[src/hdl/bhq_pkg.sv]
`timescale 1ns / 1ps

package bhq_pkg;

   // Defaults for the top-level parameters
   localparam int DEF_NUM_BUCKETS = 12;
   localparam int DEF_COUNT_BITS  = 32;

   // Fixed field widths
   localparam int OP_BITS    = 2;
   localparam int VALUE_BITS = 32;
   localparam int Q_BITS     = 16;
   localparam int QC_BITS    = Q_BITS + 1;
   localparam int QUANT_BITS = 23;
   localparam int OBS_BITS   = 32;
   localparam int SUM_BITS   = 48;
   localparam int PROD_BITS  = QUANT_BITS + QC_BITS;
   localparam int STEP_BITS  = 5;

   // Request codes
   localparam logic [OP_BITS-1:0] OP_OBSERVE  = 2'd0;
   localparam logic [OP_BITS-1:0] OP_QUANTILE = 2'd1;
   localparam logic [OP_BITS-1:0] OP_CLEAR    = 2'd2;

   // q of all ones stands for exactly 1.0
   localparam logic [Q_BITS-1:0]    Q_CLAMP_CODE = 16'hFFFF;
   localparam logic [QC_BITS-1:0]   Q_ONE        = 17'h10000;
   // last step index of the 17-step multiply and divide loops
   localparam logic [STEP_BITS-1:0] LAST_STEP    = 5'd16;

   // Finite bucket edges in microseconds
   localparam int EDGE_COUNT = 11;
   localparam logic [QUANT_BITS-1:0] EDGE_US [EDGE_COUNT] = '{
      23'd1000, 23'd5000, 23'd10000, 23'd25000, 23'd50000, 23'd100000,
      23'd250000, 23'd500000, 23'd1000000, 23'd2500000, 23'd5000000
   };

   typedef struct packed {
      logic [OP_BITS-1:0]    op;
      logic [VALUE_BITS-1:0] value_us;
      logic [Q_BITS-1:0]     quantile_q;
   } req_type;

   typedef struct packed {
      logic [QUANT_BITS-1:0] quantile_us;
      logic [OBS_BITS-1:0]   observation_count;
      logic [SUM_BITS-1:0]   value_sum;
   } rsp_type;

   typedef struct packed {
      logic                  observe;
      logic                  clear;
      logic [VALUE_BITS-1:0] value_us;
   } store_cmd_type;

   typedef enum logic [3:0] {
      ST_IDLE,
      ST_MUL,
      ST_SCAN,
      ST_MASS,
      ST_NUM,
      ST_DIV,
      ST_PROD,
      ST_FIN,
      ST_DONE
   } state_type;

   // Edges past the table repeat the last one
   function automatic logic [QUANT_BITS-1:0] finite_edge(input int unsigned i);
      logic [QUANT_BITS-1:0] e;
      e = (i < EDGE_COUNT) ? EDGE_US[i] : EDGE_US[EDGE_COUNT-1];
      return e;
   endfunction

endpackage

[src/hdl/bhq_alu.sv]
`timescale 1ns / 1ps

module bhq_alu #(
   parameter int WIDTH = bhq_pkg::DEF_COUNT_BITS + bhq_pkg::QC_BITS
) (
   input  logic [WIDTH-1:0] a,
   input  logic [WIDTH-1:0] b,
   input  logic             subtract,
   output logic [WIDTH-1:0] result,
   output logic             carry
);

   logic [WIDTH:0] sum;

   // On subtract the carry out means a >= b
   always_comb begin
      sum    = {1'b0, a} + {1'b0, (subtract ? ~b : b)} + {{WIDTH{1'b0}}, subtract};
      result = sum[WIDTH-1:0];
      carry  = sum[WIDTH];
   end

endmodule

[src/hdl/bhq_store.sv]
`timescale 1ns / 1ps

module bhq_store #(
   parameter int NUM_BUCKETS = bhq_pkg::DEF_NUM_BUCKETS,
   parameter int COUNT_BITS  = bhq_pkg::DEF_COUNT_BITS,
   localparam int IDX_BITS   = $clog2(NUM_BUCKETS)
) (
   input  logic                          clock,
   input  logic                          reset,
   input  bhq_pkg::store_cmd_type        cmd,
   input  logic [IDX_BITS-1:0]           rd_idx,
   output logic [COUNT_BITS-1:0]         rd_data,
   output logic [COUNT_BITS-1:0]         count,
   output logic [bhq_pkg::SUM_BITS-1:0]  sum
);

   logic [COUNT_BITS-1:0]         bucket_ff [NUM_BUCKETS];
   logic [COUNT_BITS-1:0]         bucket_in [NUM_BUCKETS];
   logic [COUNT_BITS-1:0]         count_ff;
   logic [COUNT_BITS-1:0]         count_in;
   logic [bhq_pkg::SUM_BITS-1:0]  sum_ff;
   logic [bhq_pkg::SUM_BITS-1:0]  sum_in;
   logic [bhq_pkg::SUM_BITS:0]    sum_wide;

   always_comb begin
      sum_wide = {1'b0, sum_ff}
               + {{(bhq_pkg::SUM_BITS - bhq_pkg::VALUE_BITS + 1){1'b0}}, cmd.value_us};
      for (int i = 0; i < NUM_BUCKETS; i++) begin
         bucket_in[i] = bucket_ff[i];
         if (cmd.clear) begin
            bucket_in[i] = '0;
         end else if (cmd.observe && (bucket_ff[i] != '1) &&
                      ((i == NUM_BUCKETS - 1) ||
                       (cmd.value_us <= bhq_pkg::VALUE_BITS'(bhq_pkg::finite_edge(i))))) begin
            bucket_in[i] = bucket_ff[i] + 1'b1;
         end
      end
      count_in = count_ff;
      sum_in   = sum_ff;
      if (cmd.clear) begin
         count_in = '0;
         sum_in   = '0;
      end else if (cmd.observe) begin
         if (count_ff != '1) begin
            count_in = count_ff + 1'b1;
         end
         // saturate the sum on carry out
         sum_in = sum_wide[bhq_pkg::SUM_BITS] ? '1 : sum_wide[bhq_pkg::SUM_BITS-1:0];
      end
   end

   always_ff @(posedge clock) begin
      if (reset) begin
         for (int i = 0; i < NUM_BUCKETS; i++) begin
            bucket_ff[i] <= '0;
         end
         count_ff <= '0;
         sum_ff   <= '0;
      end else begin
         for (int i = 0; i < NUM_BUCKETS; i++) begin
            bucket_ff[i] <= bucket_in[i];
         end
         count_ff <= count_in;
         sum_ff   <= sum_in;
      end
   end

   assign rd_data = bucket_ff[rd_idx];
   assign count   = count_ff;
   assign sum     = sum_ff;

endmodule

[src/hdl/bhq_seq.sv]
`timescale 1ns / 1ps

module bhq_seq #(
   parameter int NUM_BUCKETS = bhq_pkg::DEF_NUM_BUCKETS,
   parameter int COUNT_BITS  = bhq_pkg::DEF_COUNT_BITS,
   localparam int IDX_BITS   = $clog2(NUM_BUCKETS)
) (
   input  logic                            clock,
   input  logic                            reset,
   input  logic                            start,
   input  bhq_pkg::req_type                req,
   output logic                            busy,
   output logic                            rsp_strobe,
   output logic [bhq_pkg::QUANT_BITS-1:0]  quantile_us,
   output bhq_pkg::store_cmd_type          cmd,
   output logic [IDX_BITS-1:0]             rd_idx,
   input  logic [COUNT_BITS-1:0]           rd_data,
   input  logic [COUNT_BITS-1:0]           count
);

   localparam int W = COUNT_BITS + bhq_pkg::QC_BITS;
   localparam logic [IDX_BITS-1:0] LAST_IDX = IDX_BITS'(NUM_BUCKETS - 1);

   bhq_pkg::state_type                state_ff, state_in;

   logic [bhq_pkg::QC_BITS-1:0]       qc_ff, qc_in;
   logic [W-1:0]                      acc_ff, acc_in;     // target = qc * count
   logic [bhq_pkg::STEP_BITS-1:0]     step_ff, step_in;
   logic [IDX_BITS-1:0]               idx_ff, idx_in;
   logic [COUNT_BITS-1:0]             prev_ff, prev_in;
   logic [COUNT_BITS-1:0]             cum_ff, cum_in;
   logic [COUNT_BITS-1:0]             mass_ff, mass_in;
   logic [W-1:0]                      num_ff, num_in;
   logic [W-1:0]                      dvs_ff, dvs_in;
   logic [bhq_pkg::QC_BITS-1:0]       f_ff, f_in;
   logic [bhq_pkg::PROD_BITS-1:0]     prod_ff, prod_in;
   logic [bhq_pkg::QUANT_BITS-1:0]    qres_ff, qres_in;

   logic [W-1:0]                      alu_a, alu_b, alu_res;
   logic                              alu_sub, alu_carry;
   logic                              accept;
   logic [IDX_BITS-1:0]               lo_idx;
   logic [bhq_pkg::QUANT_BITS-1:0]    lower, upper, span;
   logic [bhq_pkg::QC_BITS-1:0]       f_clamped;

   bhq_alu #(.WIDTH(W)) u_alu (
      .a        (alu_a),
      .b        (alu_b),
      .subtract (alu_sub),
      .result   (alu_res),
      .carry    (alu_carry)
   );

   assign accept = start && (state_ff == bhq_pkg::ST_IDLE);

   // Bucket edges around the current index
   always_comb begin
      lo_idx    = idx_ff - 1'b1;
      lower     = (idx_ff == '0) ? '0 : bhq_pkg::finite_edge(32'(lo_idx));
      upper     = bhq_pkg::finite_edge(32'(idx_ff));
      span      = upper - lower;
      f_clamped = (f_ff > bhq_pkg::Q_ONE) ? bhq_pkg::Q_ONE : f_ff;
   end

   // Next state
   always_comb begin
      state_in = state_ff;
      unique case (state_ff)
         bhq_pkg::ST_IDLE: begin
            if (start) begin
               if ((req.op == bhq_pkg::OP_QUANTILE) && (count != '0)) begin
                  state_in = bhq_pkg::ST_MUL;
               end else begin
                  state_in = bhq_pkg::ST_DONE;
               end
            end
         end
         bhq_pkg::ST_MUL: begin
            if (step_ff == '0) begin
               state_in = bhq_pkg::ST_SCAN;
            end
         end
         bhq_pkg::ST_SCAN: begin
            if (alu_carry && (idx_ff != LAST_IDX)) begin
               state_in = bhq_pkg::ST_MASS;
            end else if (idx_ff == LAST_IDX) begin
               state_in = bhq_pkg::ST_DONE;
            end
         end
         bhq_pkg::ST_MASS: state_in = bhq_pkg::ST_NUM;
         bhq_pkg::ST_NUM: begin
            state_in = (mass_ff == '0) ? bhq_pkg::ST_PROD : bhq_pkg::ST_DIV;
         end
         bhq_pkg::ST_DIV: begin
            if (step_ff == '0) begin
               state_in = bhq_pkg::ST_PROD;
            end
         end
         bhq_pkg::ST_PROD: state_in = bhq_pkg::ST_FIN;
         bhq_pkg::ST_FIN:  state_in = bhq_pkg::ST_DONE;
         bhq_pkg::ST_DONE: state_in = bhq_pkg::ST_IDLE;
         default:          state_in = bhq_pkg::ST_IDLE;
      endcase
   end

   // Outputs and shared unit operands
   always_comb begin
      busy         = (state_ff != bhq_pkg::ST_IDLE);
      rsp_strobe   = (state_ff == bhq_pkg::ST_DONE);
      cmd.observe  = accept && (req.op == bhq_pkg::OP_OBSERVE);
      cmd.clear    = accept && (req.op == bhq_pkg::OP_CLEAR);
      cmd.value_us = req.value_us;
      alu_a        = '0;
      alu_b        = '0;
      alu_sub      = 1'b0;
      unique case (state_ff)
         bhq_pkg::ST_MUL: begin
            alu_a = {acc_ff[W-2:0], 1'b0};
            alu_b = qc_ff[bhq_pkg::QC_BITS-1] ? W'(count) : '0;
         end
         bhq_pkg::ST_SCAN: begin
            alu_a   = W'({rd_data, 16'b0});
            alu_b   = acc_ff;
            alu_sub = 1'b1;
         end
         bhq_pkg::ST_MASS: begin
            alu_a   = W'(cum_ff);
            alu_b   = W'(prev_ff);
            alu_sub = 1'b1;
         end
         bhq_pkg::ST_NUM: begin
            alu_a   = acc_ff;
            alu_b   = W'({prev_ff, 16'b0});
            alu_sub = 1'b1;
         end
         bhq_pkg::ST_DIV: begin
            alu_a   = num_ff;
            alu_b   = dvs_ff;
            alu_sub = 1'b1;
         end
         bhq_pkg::ST_FIN: begin
            alu_a = W'(lower);
            alu_b = W'(prod_ff[bhq_pkg::PROD_BITS-1:16]);
         end
         default: begin
            alu_sub = 1'b0;
         end
      endcase
   end

   // Datapath registers
   always_comb begin
      qc_in   = qc_ff;
      acc_in  = acc_ff;
      step_in = step_ff;
      idx_in  = idx_ff;
      prev_in = prev_ff;
      cum_in  = cum_ff;
      mass_in = mass_ff;
      num_in  = num_ff;
      dvs_in  = dvs_ff;
      f_in    = f_ff;
      prod_in = prod_ff;
      qres_in = qres_ff;
      unique case (state_ff)
         bhq_pkg::ST_IDLE: begin
            if (start) begin
               qc_in   = (req.quantile_q == bhq_pkg::Q_CLAMP_CODE) ? bhq_pkg::Q_ONE
                                                                  : {1'b0, req.quantile_q};
               acc_in  = '0;
               step_in = bhq_pkg::LAST_STEP;
               idx_in  = '0;
               prev_in = '0;
               qres_in = '0;
            end
         end
         bhq_pkg::ST_MUL: begin
            // shift-add, most significant bit of q first
            acc_in  = alu_res;
            qc_in   = {qc_ff[bhq_pkg::QC_BITS-2:0], 1'b0};
            step_in = step_ff - 1'b1;
         end
         bhq_pkg::ST_SCAN: begin
            if (idx_ff == LAST_IDX) begin
               // unbounded bucket or overshoot: last finite edge
               qres_in = bhq_pkg::finite_edge(32'(NUM_BUCKETS - 2));
            end else if (alu_carry) begin
               cum_in = rd_data;
            end else begin
               prev_in = rd_data;
               idx_in  = idx_ff + 1'b1;
            end
         end
         bhq_pkg::ST_MASS: begin
            mass_in = alu_carry ? alu_res[COUNT_BITS-1:0] : '0;
         end
         bhq_pkg::ST_NUM: begin
            num_in  = alu_carry ? alu_res : '0;
            dvs_in  = W'({mass_ff, 16'b0});
            f_in    = '0;
            step_in = bhq_pkg::LAST_STEP;
         end
         bhq_pkg::ST_DIV: begin
            // restoring division, one quotient bit per cycle
            if (alu_carry) begin
               num_in = alu_res;
            end
            f_in    = {f_ff[bhq_pkg::QC_BITS-2:0], alu_carry};
            dvs_in  = {1'b0, dvs_ff[W-1:1]};
            step_in = step_ff - 1'b1;
         end
         bhq_pkg::ST_PROD: begin
            prod_in = {{bhq_pkg::QC_BITS{1'b0}}, span}
                    * {{bhq_pkg::QUANT_BITS{1'b0}}, f_clamped};
         end
         bhq_pkg::ST_FIN: begin
            qres_in = alu_res[bhq_pkg::QUANT_BITS-1:0];
         end
         default: begin
            qres_in = qres_ff;
         end
      endcase
   end

   always_ff @(posedge clock) begin
      if (reset) begin
         state_ff <= bhq_pkg::ST_IDLE;
      end else begin
         state_ff <= state_in;
      end
   end

   always_ff @(posedge clock) begin
      qc_ff   <= qc_in;
      acc_ff  <= acc_in;
      step_ff <= step_in;
      idx_ff  <= idx_in;
      prev_ff <= prev_in;
      cum_ff  <= cum_in;
      mass_ff <= mass_in;
      num_ff  <= num_in;
      dvs_ff  <= dvs_in;
      f_ff    <= f_in;
      prod_ff <= prod_in;
      qres_ff <= qres_in;
   end

   assign rd_idx      = idx_ff;
   assign quantile_us = qres_ff;

`ifndef SYNTHESIS
   a_strobe_single : assert property (@(posedge clock) disable iff (reset)
      rsp_strobe |=> !rsp_strobe)
      else $error("result strobe held longer than one cycle");

   a_accept_busy : assert property (@(posedge clock) disable iff (reset)
      (start && !busy) |=> busy)
      else $error("request accepted without going busy");

   a_div_mass : assert property (@(posedge clock) disable iff (reset)
      (state_ff == bhq_pkg::ST_DIV) |-> (mass_ff != '0))
      else $error("division started with empty bucket mass");

   a_frac_range : assert property (@(posedge clock) disable iff (reset)
      (state_ff == bhq_pkg::ST_PROD) |-> (f_ff <= bhq_pkg::Q_ONE))
      else $error("interpolation fraction above one");

   a_scan_idx : assert property (@(posedge clock) disable iff (reset)
      (state_ff == bhq_pkg::ST_SCAN) |-> (idx_ff <= LAST_IDX))
      else $error("bucket scan ran past the last bucket");
`endif

endmodule

[src/hdl/bucket_histogram_quantile_top.sv]
`timescale 1ns / 1ps

// Latency histogram with cumulative buckets and a quantile estimator. A request
// is taken when start is high and busy is low; its single result appears on
// rsp_data for exactly one cycle with rsp_strobe high, and must be captured
// then, as there is no way to hold it. Observe, clear and a query on an empty
// histogram give the strobe in the cycle after the request. A quantile query
// runs its adds and subtracts on one shared unit: 17 shift-add steps form
// q*count, a scan of one bucket per cycle finds the hit bucket, then the mass
// and numerator set-up states, 17 restoring-division steps for the fraction
// (skipped when the bucket holds no mass), a multiply on its own multiplier
// and a final add. busy stays high through the strobe cycle, and the next
// request is taken in the cycle after it.
module bucket_histogram_quantile_top #(
   parameter int NUM_BUCKETS = bhq_pkg::DEF_NUM_BUCKETS,
   parameter int COUNT_BITS  = bhq_pkg::DEF_COUNT_BITS
) (
   input  logic             clock,
   input  logic             reset,
   input  logic             start,
   input  bhq_pkg::req_type req_data,
   output logic             busy,
   output logic             rsp_strobe,
   output bhq_pkg::rsp_type rsp_data
);

   localparam int IDX_BITS = $clog2(NUM_BUCKETS);

   bhq_pkg::store_cmd_type             cmd;
   logic [IDX_BITS-1:0]                rd_idx;
   logic [COUNT_BITS-1:0]              rd_data;
   logic [COUNT_BITS-1:0]              count;
   logic [bhq_pkg::SUM_BITS-1:0]       sum;
   logic [bhq_pkg::QUANT_BITS-1:0]     quantile_us;
   logic [bhq_pkg::OBS_BITS-1:0]       obs_count;

   bhq_store #(
      .NUM_BUCKETS (NUM_BUCKETS),
      .COUNT_BITS  (COUNT_BITS)
   ) u_store (
      .clock   (clock),
      .reset   (reset),
      .cmd     (cmd),
      .rd_idx  (rd_idx),
      .rd_data (rd_data),
      .count   (count),
      .sum     (sum)
   );

   bhq_seq #(
      .NUM_BUCKETS (NUM_BUCKETS),
      .COUNT_BITS  (COUNT_BITS)
   ) u_seq (
      .clock       (clock),
      .reset       (reset),
      .start       (start),
      .req         (req_data),
      .busy        (busy),
      .rsp_strobe  (rsp_strobe),
      .quantile_us (quantile_us),
      .cmd         (cmd),
      .rd_idx      (rd_idx),
      .rd_data     (rd_data),
      .count       (count)
   );

   // Saturate a wide count to the reported width
   generate
      if (COUNT_BITS > bhq_pkg::OBS_BITS) begin : g_wide_count
         assign obs_count = (count[COUNT_BITS-1:bhq_pkg::OBS_BITS] != '0)
                          ? '1 : count[bhq_pkg::OBS_BITS-1:0];
      end else begin : g_narrow_count
         assign obs_count = bhq_pkg::OBS_BITS'(count);
      end
   endgenerate

   always_comb begin
      rsp_data.quantile_us       = quantile_us;
      rsp_data.observation_count = obs_count;
      rsp_data.value_sum         = sum;
   end

endmodule

[config.mk]
export PLATFORM = sky130hd
export DESIGN_NAME = bucket_histogram_quantile_top
export DESIGN_NICKNAME = d
export VERILOG_FILES = /design/src/hdl/bhq_pkg.sv /design/src/hdl/bhq_alu.sv /design/src/hdl/bhq_store.sv /design/src/hdl/bhq_seq.sv /design/src/hdl/bucket_histogram_quantile_top.sv
export SDC_FILE = /design/constraint.sdc
export NUM_CORES = 2
export LEC_CHECK = 0
export BUFFER_PORTS_ARGS = -buffer_cell sky130_fd_sc_hd__buf_4
export CORE_MARGIN = 3
export CORE_UTILIZATION = 50
export DETAILED_ROUTE_END_ITERATION = 8
export HOLD_SLACK_MARGIN = 0.03
export PLACE_DENSITY = 0.66
export SYNTH_ARGS = -nofsm -noshare
export SYNTH_HDL_FRONTEND = slang
export SYNTH_SLANG_ARGS = --single-unit
[constraint.sdc]
create_clock -name clock -period 25.9 [get_ports clock]
set_input_delay 0 -clock clock [delete_from_list [all_inputs] [get_ports clock]]
set_output_delay 0 -clock clock [all_outputs]
set_load 0.02 [all_outputs]
==> results_dict.tcl <==
set metrics [dict create \
    min_path_type "in -> reg" \
    root_buffer "clkbuf_16" \
    cts_hold_buf 54 \
    p_leak_nw 23.8 \
    overflow 0 \
    drc 0 \
    status "finished, final reports clean" \
    synth_top_area_cell "edfxtp_1" \
    port-buffer-count 157 \
    rsz0062_at_grt "no" \
    nets 6667 \
    initial_utilization_pct 50.7 \
    gp_congestion 0.990 \
    detailed_place_hpwl_um 128000 \
    finClkSkew_ns 0.0289 \
    yosysWarnings 0 \
    layout-drive-gt1-share_pct 8.85 \
    ctsResizeCount 0 \
    async_flop_share_pct 0 \
    cts_buffers 84 \
    clk_latency_ns 0.67 \
    cpMaxStageDelayCell "a2111oi_1" \
    setup_tns_ns 0 \
    crit_path_start_kind "flip-flop" \
    slew_violations 0 \
    grt_pass1_wl_um 266000 \
    core_area_mm2 0.108 \
    syn-cell-area_mm2 0.0547 \
    finalNonFillerCells 7582 \
    crit_fanout 13 \
    irDropWorstVdd_uv 253 \
    finalHoldViolCount 0 \
    postCtsSetupRepairBufs 0 \
    worstSetupEndpointType "flip-flop" \
    avgViaCountPerCell 6.06 \
    dieArea_mm2 0.113 \
    synth.ff_latch_count 804 \
    ys_seq_area_share_pct 35.5 \
    drt-pass1-iter-count 7 \
    netlist_instances 6010 \
    cts.sinks 804 \
    r2r_setup_slack_ns 13.42 \
    drt_iter0_drc 4750 \
    antenna_found_initial 1 \
    arrival_ns 12.88 \
    rows 120 \
    tightest_slew_ns 1.24 \
    synthTopCellsByArea "edfxtp_1 (18%), dfxtp_1 (17%), fa_1 (9.9%), nor2_1 (5.8%), ha_1 (5.3%)" \
    clockBufferDepth 3 \
    clk_pin_slew_ns 0.06 \
    critPathMaxStageDelay_ns 1.04 \
    final_antenna_net_count 0 \
    total_power_mw 5.54 \
    track_usage_pct 30.2 \
    htreeDepth 3 \
    vias 45956 \
    cp.required_ns 26.30 \
    dpl.cell_count 7375 \
    fin_crit_sh_pct 48.2 \
    relSlewSlack_pct 17.0 \
    grt_max_degree 104 \
    min_period_ns 12.48 \
    crit_type "reg -> reg" \
    syn_nets 6565 \
    antenna_cells 0 \
    p_per_area_mw_per_mm2 91.3 \
    grt_pass1_vias 44326 \
    die_height_um 337 \
    pin_count 158 \
    postSynthAreaPerCell_um2 9.10 \
    wire_per_inst_um 22.8 \
    final-setup-viol-count 0 \
    synth_cell_types 90 \
    area_delta_synth_final_pct 11.0 \
    synth_ff_type "dfxtp_1" \
    drv_cap 0 \
    routed_wl_um 173000 \
    yosys.area.top_type_share_pct 18.2 \
    maxClockFrequency_mhz 80.1 \
    synth_edf_count 332 \
    die_x_um 337 \
    cts_tree "yes" \
]
## state kept, by name, summed over array words and instances, names as in the netlist, 5 cells and up, named ones only
signal and count:
u_store.count 32, u_seq.acc_ff 49, u_seq.qc_ff 17, u_seq.cum_ff 32, u_store.bucket_ff 384, u_seq.num_ff 49
u_seq.prev_ff 32, u_seq.step_ff 5, u_store.sum 48, u_seq.f_ff 17, u_seq.mass_ff 32, u_seq.prod_ff 24
u_seq.dvs_ff 48, u_seq.quantile_us 23
## routing by layer
| metal | routed length (um) | part of all wire [%] | GRT usage, % |
|---|---|---|---|
| met1 | 72200 | 42 | 41.6 |
| met2 | 77700 | 45 | 47.5 |
| met3 | 14800 | 8.6 | 4.98 |
| met4 | 7950 | 4.6 | 12.2 |
| met5 | 0 | 0 | 0 |
## cells in the final DEF (no fill, tap or decap), types with 234 or more instances in the layout
cell and instances:
a21oi_1 286, buf_4 234, dfxtp_1 467, edfxtp_1 332, fa_1 270, inv_1 444
nand2_1 624, nor2_1 843, o21ai_0 235, xor2_1 272
## layout make-up
class	instances	area, um2
Inverter	445	1670
Fill cell	9636	47100
Tap cell	1403	1760
Clock inverter	40	445
Multi-Input combinational cell	4489	32700
Timing Repair Buffer	288	2300
Clock buffer	113	2410
Sequential cell	804	19400
## Yosys cell counts (62+ instances only)
library cell	instances
fa_1	270
and3_1	133
nand4_1	102
edfxtp_1	332
nor3_1	108
a21o_1	75
clkbuf_1	230
nor2_1	846
xnor2_1	202
or3_1	106
inv_1	444
and2_1	62
xor2_1	272
dfxtp_1	472
mux4_2	96
a21oi_1	290
nand3_1	188
ha_1	232
nand2_1	625
o21ai_0	235
## metrics by stage
stage / worst slack [ns] / cell area, um2 / util [%] / hold slack [ns]
after floorplan: 15.93 / 54700 / - / 0.0768
after global placement: 13.90 / 57300 / 53.2 / 0.299
after detailed placement: 13.69 / 57300 / 53.2 / 0.302
after CTS: 13.59 / 60700 / 56.3 / 0.0367
after global routing: 12.54 / 60700 / 56.3 / 0.111
final: 13.42 / 60700 / 56.3 / 0.0665
## power breakdown
part	internal (mW)	switching [mW]
clock	0.729	0.541
sequential	1.46	0.0190
combinational	1.09	1.71
total	3.27	2.27
## worst max-delay path, delay by kind of cell (launching register included)
kind,cells,cell delay (ns)
buffers and inverters,6,0.65
and+or+nand+nor,6,1.62
AOI/OAI and AO/OA,14,4.31
adders and majority gates,10,4.65
muxes,1,0.28
xor gates and xnor gates,1,0.13
DFF,1,0.58
## cell families after synthesis
group	synth area share [%]
AND/OR/NAND/NOR	20.5
AO/OA/AOI/OAI	11.4
flip-flops	35.5
buffers and inverters	4.95
adder cells (fa/ha/maj)	15.2
XOR/XNOR	7.59
multiplexers	4.93
## path summary, 6_finish.rpt
path | from | endpoint | cells after the start
max reg2reg | u_seq.rd_idx[0]$_DFFE_PP_ | u_seq.prod_ff[39]$_DFFE_PP_ | 38
max | u_seq.rd_idx[0]$_DFFE_PP_ | u_seq.prod_ff[39]$_DFFE_PP_ | 38
min reg2reg | u_store.bucket_ff[7][9]$_SDFFE_PP0P_ | u_store.bucket_ff[7][9]$_SDFFE_PP0P_ | 2
min | req_data[29] | u_store.sum[13]$_SDFFE_PP0P_ | 4
No activity file was read; power rests on OpenSTA's default activity.
